--- src/hw/rtl/ema_pkg.sv ---
// Shared types, widths and the microcode store for the exponential moving average.
// Used by the sequencer, divider, datapath and top level; depends on nothing else.
package ema_pkg;

	localparam int SAMPLE_W   = 32;
	localparam int WIN_W      = 9;
	localparam int SUM_W      = 40;
	localparam int WEIGHT_W   = 17;
	localparam int DIV_W      = 40;
	localparam int DIVISOR_W  = WIN_W + 1;
	localparam int CNT_W      = 6;
	localparam int PROD_W     = SAMPLE_W + 1 + WEIGHT_W + 1;
	localparam int UPC_W      = 4;
	localparam int WEIGHT_NUM_W = 18;
	localparam int FRAC_BITS  = 16;

	localparam logic [WIN_W-1:0] WIN_RESET = 9'd10;
	localparam logic [DIV_W-1:0] WEIGHT_DIVIDEND =
		{18'h20000, {(DIV_W - WEIGHT_NUM_W){1'b0}}};
	localparam logic [CNT_W-1:0] WEIGHT_STEPS = 6'(WEIGHT_NUM_W);
	localparam logic [CNT_W-1:0] MEAN_STEPS   = 6'(DIV_W);

	typedef enum logic [2:0] {
		DP_NOP,
		DP_FETCH,
		DP_WSTORE,
		DP_SEED,
		DP_MEAN,
		DP_PAD,
		DP_MUL,
		DP_EMA
	} dp_op_t;

	typedef enum logic [1:0] {
		DV_NONE,
		DV_LOAD_WEIGHT,
		DV_LOAD_MEAN,
		DV_STEP
	} div_cmd_t;

	typedef enum logic [2:0] {
		CD_NEXT,
		CD_ALWAYS,
		CD_NO_INPUT,
		CD_CLEAN,
		CD_DIV_MORE,
		CD_EMA,
		CD_SEED_OPEN
	} cond_t;

	typedef struct packed {
		dp_op_t            op;
		div_cmd_t          dv;
		logic              emit;
		cond_t             cond;
		logic [UPC_W-1:0]  target;
	} ctl_word_t;

	typedef struct packed {
		logic in_valid;
		logic dirty;
		logic ema_case;
		logic seed_open;
		logic div_more;
		logic out_busy;
	} seq_status_t;

	localparam logic [UPC_W-1:0] UA_FETCH    = 4'd0;
	localparam logic [UPC_W-1:0] UA_WDIV     = 4'd3;
	localparam logic [UPC_W-1:0] UA_CLASSIFY = 4'd5;
	localparam logic [UPC_W-1:0] UA_MDIV     = 4'd8;
	localparam logic [UPC_W-1:0] UA_PAD      = 4'd10;
	localparam logic [UPC_W-1:0] UA_MUL      = 4'd11;

	function automatic ctl_word_t ucode_rom(input logic [UPC_W-1:0] addr);
		ctl_word_t cw;
		cw = '{op: DP_NOP, dv: DV_NONE, emit: 1'b0, cond: CD_ALWAYS, target: UA_FETCH};
		case (addr)
			4'd0: cw = '{DP_FETCH,  DV_NONE,        1'b0, CD_NO_INPUT,  UA_FETCH};
			4'd1: cw = '{DP_NOP,    DV_NONE,        1'b0, CD_CLEAN,     UA_CLASSIFY};
			4'd2: cw = '{DP_NOP,    DV_LOAD_WEIGHT, 1'b0, CD_NEXT,      UA_FETCH};
			4'd3: cw = '{DP_NOP,    DV_STEP,        1'b0, CD_DIV_MORE,  UA_WDIV};
			4'd4: cw = '{DP_WSTORE, DV_NONE,        1'b0, CD_NEXT,      UA_FETCH};
			4'd5: cw = '{DP_NOP,    DV_NONE,        1'b0, CD_EMA,       UA_MUL};
			4'd6: cw = '{DP_SEED,   DV_NONE,        1'b0, CD_SEED_OPEN, UA_PAD};
			4'd7: cw = '{DP_NOP,    DV_LOAD_MEAN,   1'b0, CD_NEXT,      UA_FETCH};
			4'd8: cw = '{DP_NOP,    DV_STEP,        1'b0, CD_DIV_MORE,  UA_MDIV};
			4'd9: cw = '{DP_MEAN,   DV_NONE,        1'b1, CD_ALWAYS,    UA_FETCH};
			4'd10: cw = '{DP_PAD,   DV_NONE,        1'b1, CD_ALWAYS,    UA_FETCH};
			4'd11: cw = '{DP_MUL,   DV_NONE,        1'b0, CD_NEXT,      UA_FETCH};
			4'd12: cw = '{DP_EMA,   DV_NONE,        1'b1, CD_ALWAYS,    UA_FETCH};
			default: cw = '{DP_NOP, DV_NONE,        1'b0, CD_ALWAYS,    UA_FETCH};
		endcase
		return cw;
	endfunction

endpackage

--- src/hw/rtl/ema_seq.sv ---
// Microcode sequencer: step counter, control store lookup and conditional jumps.
// Depends on ema_pkg for the control word, status and microcode store.
module ema_seq (
	input  logic                clk,
	input  logic                arst_n,
	input  ema_pkg::seq_status_t status,
	output ema_pkg::ctl_word_t  cw,
	output logic                step_en
);
	import ema_pkg::*;

	logic [UPC_W-1:0] upc_q;
	logic             take;

	assign cw      = ucode_rom(upc_q);
	assign step_en = !(cw.emit && status.out_busy);

	always_comb begin
		unique case (cw.cond)
			CD_NEXT:      take = 1'b0;
			CD_ALWAYS:    take = 1'b1;
			CD_NO_INPUT:  take = !status.in_valid;
			CD_CLEAN:     take = !status.dirty;
			CD_DIV_MORE:  take = status.div_more;
			CD_EMA:       take = status.ema_case;
			CD_SEED_OPEN: take = status.seed_open;
			default:      take = 1'b1;
		endcase
	end

	always_ff @(posedge clk or negedge arst_n) begin
		if (!arst_n) begin
			upc_q <= UA_FETCH;
		end else if (step_en) begin
			upc_q <= take ? cw.target : upc_q + 1'b1;
		end
	end

endmodule

--- src/hw/rtl/ema_div.sv ---
// Serial restoring divider, one quotient bit per cycle, for the weight and the seed mean.
// Depends on ema_pkg for widths and divider commands.
module ema_div (
	input  logic                           clk,
	input  logic                           arst_n,
	input  ema_pkg::div_cmd_t              cmd,
	input  logic [ema_pkg::WIN_W-1:0]      win,
	input  logic signed [ema_pkg::SUM_W-1:0] sum,
	output logic [ema_pkg::DIV_W-1:0]      quotient,
	output logic                           more
);
	import ema_pkg::*;

	logic [DIV_W-1:0]     div_q;
	logic [WIN_W-1:0]     rem_q;
	logic [DIVISOR_W-1:0] divisor_q;
	logic [CNT_W-1:0]     cnt_q;
	logic [DIVISOR_W-1:0] trial;
	logic                 qbit;

	assign trial    = {rem_q, div_q[DIV_W-1]};
	assign qbit     = (trial >= divisor_q);
	assign quotient = div_q;
	assign more     = (cnt_q != 6'd1);

	always_ff @(posedge clk or negedge arst_n) begin
		if (!arst_n) begin
			cnt_q <= '0;
		end else begin
			case (cmd)
				DV_LOAD_WEIGHT: cnt_q <= WEIGHT_STEPS;
				DV_LOAD_MEAN:   cnt_q <= MEAN_STEPS;
				DV_STEP:        cnt_q <= cnt_q - 1'b1;
				default:        cnt_q <= cnt_q;
			endcase
		end
	end

	always_ff @(posedge clk) begin
		case (cmd)
			DV_LOAD_WEIGHT: begin
				div_q     <= WEIGHT_DIVIDEND;
				rem_q     <= '0;
				divisor_q <= {1'b0, win} + 1'b1;
			end
			DV_LOAD_MEAN: begin
				div_q     <= sum[SUM_W-1] ? DIV_W'(-sum) : DIV_W'(sum);
				rem_q     <= '0;
				divisor_q <= {1'b0, win};
			end
			DV_STEP: begin
				div_q <= {div_q[DIV_W-2:0], qbit};
				rem_q <= qbit ? WIN_W'(trial - divisor_q) : trial[WIN_W-1:0];
			end
			default: begin
				div_q <= div_q;
			end
		endcase
	end

endmodule

--- src/hw/rtl/ema_dp.sv ---
// Datapath: window and weight registers, seed sum, running average, multiplier and
// output register. Depends on ema_pkg; driven by the sequencer's control word.
module ema_dp #(
	parameter int MAX_WINDOW = 256
) (
	input  logic                             clk,
	input  logic                             arst_n,
	input  ema_pkg::ctl_word_t               cw,
	input  logic                             step_en,
	input  logic                             cfg_wr_en,
	input  logic [ema_pkg::WIN_W-1:0]        cfg_wr_data,
	input  logic                             s_axis_tvalid,
	output logic                             s_axis_tready,
	input  logic [ema_pkg::SAMPLE_W-1:0]     s_axis_tdata,
	input  logic                             s_axis_tuser,
	output logic                             m_axis_tvalid,
	input  logic                             m_axis_tready,
	output logic [ema_pkg::SAMPLE_W-1:0]     m_axis_tdata,
	output logic                             m_axis_tuser,
	input  logic [ema_pkg::DIV_W-1:0]        quotient,
	output logic [ema_pkg::WIN_W-1:0]        win,
	output logic signed [ema_pkg::SUM_W-1:0] sum,
	output logic                             dirty,
	output logic                             ema_case,
	output logic                             seed_open,
	output logic                             out_busy
);
	import ema_pkg::*;

	localparam int WIN_CAP_I = (MAX_WINDOW < 511) ? MAX_WINDOW : 511;
	localparam logic [WIN_W-1:0] WIN_CAP = WIN_W'(WIN_CAP_I);

	logic [WIN_W-1:0]           win_len_q;
	logic                       dirty_q;
	logic [WEIGHT_W-1:0]        weight_q;
	logic [WIN_W-1:0]           seen_q;
	logic signed [SUM_W-1:0]    sum_q;
	logic signed [SAMPLE_W-1:0] prev_q;
	logic signed [SAMPLE_W-1:0] x_q;
	logic signed [PROD_W-1:0]   prod_q;
	logic                       out_valid_q;
	logic [SAMPLE_W-1:0]        out_data_q;
	logic                       out_ready_q;

	logic                       accept;
	logic                       emit;
	logic [WIN_W:0]             seen_inc;
	logic signed [SAMPLE_W:0]   diff;
	logic signed [PROD_W-1:0]   prod;
	logic [SAMPLE_W-1:0]        mean_mag;
	logic [SAMPLE_W-1:0]        mean;
	logic signed [PROD_W-FRAC_BITS-1:0] step_amt;
	logic [SAMPLE_W-1:0]        ema_res;

	always_comb begin
		if (win_len_q == '0) begin
			win = WIN_W'(1);
		end else if (win_len_q > WIN_CAP) begin
			win = WIN_CAP;
		end else begin
			win = win_len_q;
		end
	end

	assign s_axis_tready = (cw.op == DP_FETCH);
	assign accept        = s_axis_tready && s_axis_tvalid;
	assign emit          = cw.emit && step_en;
	assign seen_inc      = {1'b0, seen_q} + 1'b1;
	assign seed_open     = (seen_inc < {1'b0, win});
	assign ema_case      = (seen_q >= win);
	assign dirty         = dirty_q;
	assign sum           = sum_q;
	assign out_busy      = out_valid_q && !m_axis_tready;

	assign diff     = (SAMPLE_W + 1)'(x_q) - (SAMPLE_W + 1)'(prev_q);
	assign prod     = PROD_W'(diff) * PROD_W'($signed({1'b0, weight_q}));
	assign mean_mag = quotient[SAMPLE_W-1:0];
	assign mean     = sum_q[SUM_W-1] ? SAMPLE_W'(-mean_mag) : mean_mag;
	assign step_amt = prod_q[PROD_W-1:FRAC_BITS];
	assign ema_res  = SAMPLE_W'(PROD_W'(prev_q) + PROD_W'(step_amt));

	always_ff @(posedge clk or negedge arst_n) begin
		if (!arst_n) begin
			win_len_q   <= WIN_RESET;
			dirty_q     <= 1'b1;
			weight_q    <= '0;
			seen_q      <= '0;
			sum_q       <= '0;
			prev_q      <= '0;
			out_valid_q <= 1'b0;
		end else begin
			if (cfg_wr_en) begin
				win_len_q <= cfg_wr_data;
				dirty_q   <= 1'b1;
			end else if (cw.op == DP_WSTORE) begin
				dirty_q  <= 1'b0;
				weight_q <= quotient[WEIGHT_W-1:0];
			end
			if (accept && s_axis_tuser) begin
				seen_q <= '0;
				sum_q  <= '0;
			end
			if (cw.op == DP_SEED) begin
				seen_q <= seen_inc[WIN_W-1:0];
				sum_q  <= sum_q + SUM_W'(x_q);
			end
			if (emit && cw.op == DP_MEAN) begin
				prev_q <= mean;
			end
			if (emit && cw.op == DP_EMA) begin
				prev_q <= ema_res;
				seen_q <= win;
			end
			if (emit) begin
				out_valid_q <= 1'b1;
			end else if (m_axis_tready) begin
				out_valid_q <= 1'b0;
			end
		end
	end

	always_ff @(posedge clk) begin
		if (accept) begin
			x_q <= s_axis_tdata;
		end
		if (cw.op == DP_MUL) begin
			prod_q <= prod;
		end
		if (emit) begin
			case (cw.op)
				DP_MEAN: begin
					out_data_q  <= mean;
					out_ready_q <= 1'b1;
				end
				DP_EMA: begin
					out_data_q  <= ema_res;
					out_ready_q <= 1'b1;
				end
				default: begin
					out_data_q  <= '0;
					out_ready_q <= 1'b0;
				end
			endcase
		end
	end

	assign m_axis_tvalid = out_valid_q;
	assign m_axis_tdata  = out_data_q;
	assign m_axis_tuser  = out_ready_q;

endmodule

--- src/hw/rtl/exponential_moving_average.sv ---
// Exponential moving average of signed Q16.16 samples, seeded with the truncated mean of
// the first window of each series. A series starts at reset or at a transfer with tuser
// set. One result transfer leaves for every input transfer: zero with tuser low while the
// seed window fills, then the seed mean, then prev + floor((x - prev) * weight / 65536)
// with weight = floor(131072 / (window + 1)). A microcoded sequencer steps a serial
// divider and a single multiplier. The sample that completes the seed waits for a
// divider pass over the seed sum, and after reset or a window write the next sample first
// spends a divider pass computing the weight. The output register lets a new sample enter
// while the last result still waits to be taken.
module exponential_moving_average #(
	parameter int MAX_WINDOW = 256
) (
	input  logic        clk,
	input  logic        arst_n,
	input  logic        cfg_wr_en,
	input  logic [8:0]  cfg_wr_data,    // window_length
	input  logic        s_axis_tvalid,
	output logic        s_axis_tready,
	input  logic [31:0] s_axis_tdata,   // sample_value
	input  logic        s_axis_tuser,   // series_start
	output logic        m_axis_tvalid,
	input  logic        m_axis_tready,
	output logic [31:0] m_axis_tdata,   // average_value
	output logic        m_axis_tuser    // value_ready
);
	import ema_pkg::*;

	ctl_word_t               cw;
	logic                    step_en;
	seq_status_t             status;
	logic [DIV_W-1:0]        quotient;
	logic                    div_more;
	logic [WIN_W-1:0]        win;
	logic signed [SUM_W-1:0] sum;
	logic                    dirty;
	logic                    ema_case;
	logic                    seed_open;
	logic                    out_busy;

	assign status = '{
		in_valid:  s_axis_tvalid,
		dirty:     dirty,
		ema_case:  ema_case,
		seed_open: seed_open,
		div_more:  div_more,
		out_busy:  out_busy
	};

	ema_seq u_seq (
		.clk     (clk),
		.arst_n  (arst_n),
		.status  (status),
		.cw      (cw),
		.step_en (step_en)
	);

	ema_div u_div (
		.clk      (clk),
		.arst_n   (arst_n),
		.cmd      (cw.dv),
		.win      (win),
		.sum      (sum),
		.quotient (quotient),
		.more     (div_more)
	);

	ema_dp #(
		.MAX_WINDOW (MAX_WINDOW)
	) u_dp (
		.clk           (clk),
		.arst_n        (arst_n),
		.cw            (cw),
		.step_en       (step_en),
		.cfg_wr_en     (cfg_wr_en),
		.cfg_wr_data   (cfg_wr_data),
		.s_axis_tvalid (s_axis_tvalid),
		.s_axis_tready (s_axis_tready),
		.s_axis_tdata  (s_axis_tdata),
		.s_axis_tuser  (s_axis_tuser),
		.m_axis_tvalid (m_axis_tvalid),
		.m_axis_tready (m_axis_tready),
		.m_axis_tdata  (m_axis_tdata),
		.m_axis_tuser  (m_axis_tuser),
		.quotient      (quotient),
		.win           (win),
		.sum           (sum),
		.dirty         (dirty),
		.ema_case      (ema_case),
		.seed_open     (seed_open),
		.out_busy      (out_busy)
	);

endmodule

--- config.mk ---
export PLATFORM = sky130hd
export DESIGN_NAME = exponential_moving_average
export DESIGN_NICKNAME = d
export VERILOG_FILES = /design/src/hw/rtl/ema_pkg.sv /design/src/hw/rtl/ema_seq.sv /design/src/hw/rtl/ema_div.sv /design/src/hw/rtl/ema_dp.sv /design/src/hw/rtl/exponential_moving_average.sv
export SDC_FILE = /design/constraint.sdc
export NUM_CORES = 2
export LEC_CHECK = 0
export ABC_AREA = 0
export BUFFER_PORTS_ARGS = -buffer_cell sky130_fd_sc_hd__clkbuf_2
export CAP_MARGIN = 15
export CORE_MARGIN = 1
export CORE_UTILIZATION = 52
export CTS_BUF_LIST = sky130_fd_sc_hd__clkbuf_8
export CTS_CLUSTER_DIAMETER = 50
export DETAILED_ROUTE_END_ITERATION = 10
export PLACE_DENSITY = 0.74
export SYNTH_ARGS = -nofsm -noshare
export SYNTH_HDL_FRONTEND = slang
export SYNTH_HIERARCHICAL = 1
export SYNTH_SLANG_ARGS = --single-unit
--- constraint.sdc ---
create_clock -name clk -period 9.7 [get_ports clk]
set_clock_uncertainty 0.15 [all_clocks]
set_input_delay 1.455 -clock clk [delete_from_list [all_inputs] [get_ports clk]]
set_output_delay 1.455 -clock clk [all_outputs]
set_load 0.02 [all_outputs]
==> impl_metrics.yaml <==
status:
  status: "finished clean"
job:
  maxCapViolations: 0
layout:
  fillers: 6219
  n_antenna_cell: 0
  syn2layout_area_growth_pct: 6.899
  final_nets: 4848
  drive_gt1_frac: 0.07972
floorplan:
  dieHeight_um: 269.3
  pin_count: 82
  start_util: 0.5279
  placementRows: 97
  dieArea_mm2: 0.07253
  die_w_um: 269.3
  core_area_mm2: 0.07039
global_route:
  grt_max_degree: 68
  grt_pass1_wl_mm: 160.7
  grt_overflow: 0
  grt_pass1_vias: 29580
  grt_use_total: 0.2773
  antenna_found_initial: 1
synthesis:
  synth_nets: 4803
  synth_edf_count: 156
  synthArstFlopShare: 0.4327
  synth-seq-area-share: 0.2063
  synth_cells: 3982
  synth_ff_type: "edfxtp_1"
  ys_warn_count: 6
  syn_area_mm2: 0.03716
  synthesis.area_per_instance_um2: 9.332
  ys_ff_latch: 275
  synth_cell_type_count: 104
sta:
  slew_headroom: 0.2591
  rsz0062_at_grt: "false"
  tightestPinTransition_ns: 1.103
  setup_viol_count_final: 0
  fmax_mhz: 107.6
  setup_tns_ns: 0
  fin_crit_ns: 9.295
  fin_crit_sh: 0.9582
  hold_violations: 0
  maxSlewViolCount: 0
routing:
  via_per_inst: 5.765
  wl_mm: 99.55
  first_pass_iters: 6
  wl_per_cell_um: 19.89
  drt_iter0_drc: 2500
  ant_nets: 0
  drc: 0
  vias: 28850
critical_path:
  critPathSlowestCell: "fa_1"
  critPathKind: "reg2reg"
  crit_path_max_fanout: 10
  start_kind: "register"
  crit_path_end_kind: "register"
  worstSetupStartpoint: "u_dp/x_q[1]$_DFFE_PP_"
  required_ns: 9.88
  path_common_cell: "fa_1"
  cp.arrival_ns: 9.48
  rr_startpoint: "u_dp/x_q[1]$_DFFE_PP_"
  slowest_delay_ns: 0.59
clocking:
  h-tree-depth: 2
  cts_tree: "done"
  clk_latency_ns: 0.60
  cts_made_buffers: 45
  ctsHoldBuffers: 0
  clk_pin_slew_worst_paths_ns: 0.08
  cts.path.max_buffers: 3
  cts_sinks: 275
  ctsRootBufferMaster: "clkbuf_8"
hold_path:
  hold_class: "reg2reg"
  hp-start: "u_dp/dirty$_DFFE_PN1P_"
placement:
  io_buffers: 81
  gp_congestion: 0.9537
  dp_hpwl_mm: 76.29
final cells by class:
type	instances	area, um2	area share
Timing Repair Buffer	154	972.2	0.02447
Clock buffer	48	660.6	0.01663
Multi-Input combinational cell	2840	26300	0.6621
Clock inverter	36	272.8	0.006867
Sequential cell	275	7672	0.1931
Inverter	711	2669	0.06719
Tap cell	940	1176	0.02961
Yosys cell counts (all sizes together) (14+ instances only):
cell / n / area share
o22ai: 31 / 0.0052
a22oi: 15 / 0.0030
mux2: 28 / 0.0085
edfxtp: 156 / 0.13
o211ai: 16 / 0.0036
nor3: 61 / 0.0090
a21oi: 155 / 0.021
or2: 14 / 0.0024
and2: 257 / 0.043
ha: 256 / 0.086
o21a: 26 / 0.0053
fa: 518 / 0.28
nor2: 106 / 0.011
mux2i: 24 / 0.0065
o21ai: 164 / 0.022
nor2b: 26 / 0.0046
o21bai: 16 / 0.0032
a31oi: 22 / 0.0037
o31ai: 28 / 0.0062
nand2b: 31 / 0.0054
a22o: 35 / 0.0082
xor2: 79 / 0.019
dfrtp: 116 / 0.078
xnor2: 125 / 0.029
or3: 20 / 0.0035
and3: 28 / 0.0047
clkbuf: 143 / 0.014
nand2: 430 / 0.044
a21o: 81 / 0.016
inv: 709 / 0.072
a211oi: 17 / 0.0036
o41ai: 14 / 0.0039
nand4: 22 / 0.0037
nand3: 68 / 0.0093
per-stage QoR:
| step | hold WS (ns) | cell area, um2 | util | instances | setup WS [ns] |
|---|---|---|---|---|---|
| after CTS | 0.3459 | 39630 | 0.5630 | 4999 | 0.2891 |
| final | 0.3474 | 39720 | 0.5643 | 5004 | 0.4052 |
| after detailed placement | 0.3312 | 38700 | 0.5498 | 4915 | 0.3217 |
| after global routing | 0.3855 | 39720 | 0.5643 | 5004 | 0.01784 |
| after global placement | 0.3243 | 38700 | 0.5498 | 4915 | 0.4971 |
| after floorplan | 0.3152 | 37160 | - | 3982 | 0.8913 |
placed cells by master (no fill, tap or decap), types with 26 or more instances in the layout:
master    instances
inv_1           715
fa_1            518
nand2_1         429
and2_1          256
ha_1            254
edfxtp_1        156
a21oi_1         150
o21ai_0         149
xnor2_1         124
dfrtp_1         111
nor2_1          105
a21o_1           81
clkbuf_2         80
xor2_1           78
buf_4            71
nand3_1          67
nor3_1           56
clkbuf_8         48
a22o_1           35
o22ai_1          31
nand2b_1         30
and3_1           28
mux2_2           28
o31ai_1          26
per-layer routing:
metal  vias up  GRT usage  share of wire
li1      13060          -              -
met5         -          0              0
met2      1089     0.4582           0.48
met3       205    0.04230          0.073
met1     14500     0.3754           0.42
met4         0    0.08657          0.032
registers in the layout (all words and copies together), names as in the netlist:
signal / cells
u_div/cnt_q: 6
u_div/quotient: 40
u_dp/seen_q: 9
u_dp/weight_q: 17
u_div/rem_q: 9
u_dp/dirty: 1
u_dp/m_axis_tdata: 32
u_dp/m_axis_tvalid: 1
u_dp/x_q: 32
u_dp/sum: 40
u_dp/prod_q: 32
u_div/divisor_q: 10
u_dp/win_len_q: 9
u_dp/m_axis_tuser: 1
u_seq/upc_q: 4
u_dp/prev_q: 32
repair_timing:
action / in CTS / in global routing
setup buffers: 0 / 2
setup endpoints to repair: 0 / 5
resized for setup: 0 / 10
path summary, 6_finish.rpt:
| check | endpoint | slack (ns) | cells past startpoint |
|---|---|---|---|
| min in group asynchronous | u_dp/sum[38]$_DFFE_PN0P_ | 0.80 | 1 |
| worst max register to register | u_dp/prod_q[45]$_DFFE_PN_ | 0.41 | 31 |
| worst min-delay path | u_dp/dirty$_DFFE_PN1P_ | 0.35 | 2 |
| worst max-delay path | u_dp/prod_q[45]$_DFFE_PN_ | 0.41 | 31 |
| worst min register to register | u_dp/dirty$_DFFE_PN1P_ | 0.35 | 2 |
| max in group asynchronous | u_dp/sum[39]$_DFFE_PN0P_ | 7.08 | 2 |
critical path: cells and delay by family (launching register included):
family / cells / cell delay, ns
AO/OA/AOI/OAI: 14 / 3.43
adder cells (fa/ha/maj): 8 / 3.78
flip-flops: 1 / 0.49
XOR/XNOR: 1 / 0.09
AND/OR/NAND/NOR: 5 / 0.94
buffers and inverters: 3 / 0.15
cells by family after synthesis:
logic type	count (synthesis)	share of synthesized area
multiplexers	52	0.01495
AO/OA/AOI/OAI	698	0.1249
adder cells (fa/ha/maj)	774	0.3653
XOR/XNOR	205	0.04869
AND/OR/NAND/NOR	1111	0.1518
flip-flops	275	0.2063
buffers and inverters	867	0.08812
Power is left out: the tool's default activity adds up to more than one toggle a clock period on the data nets, which glitch-free logic cannot reach.
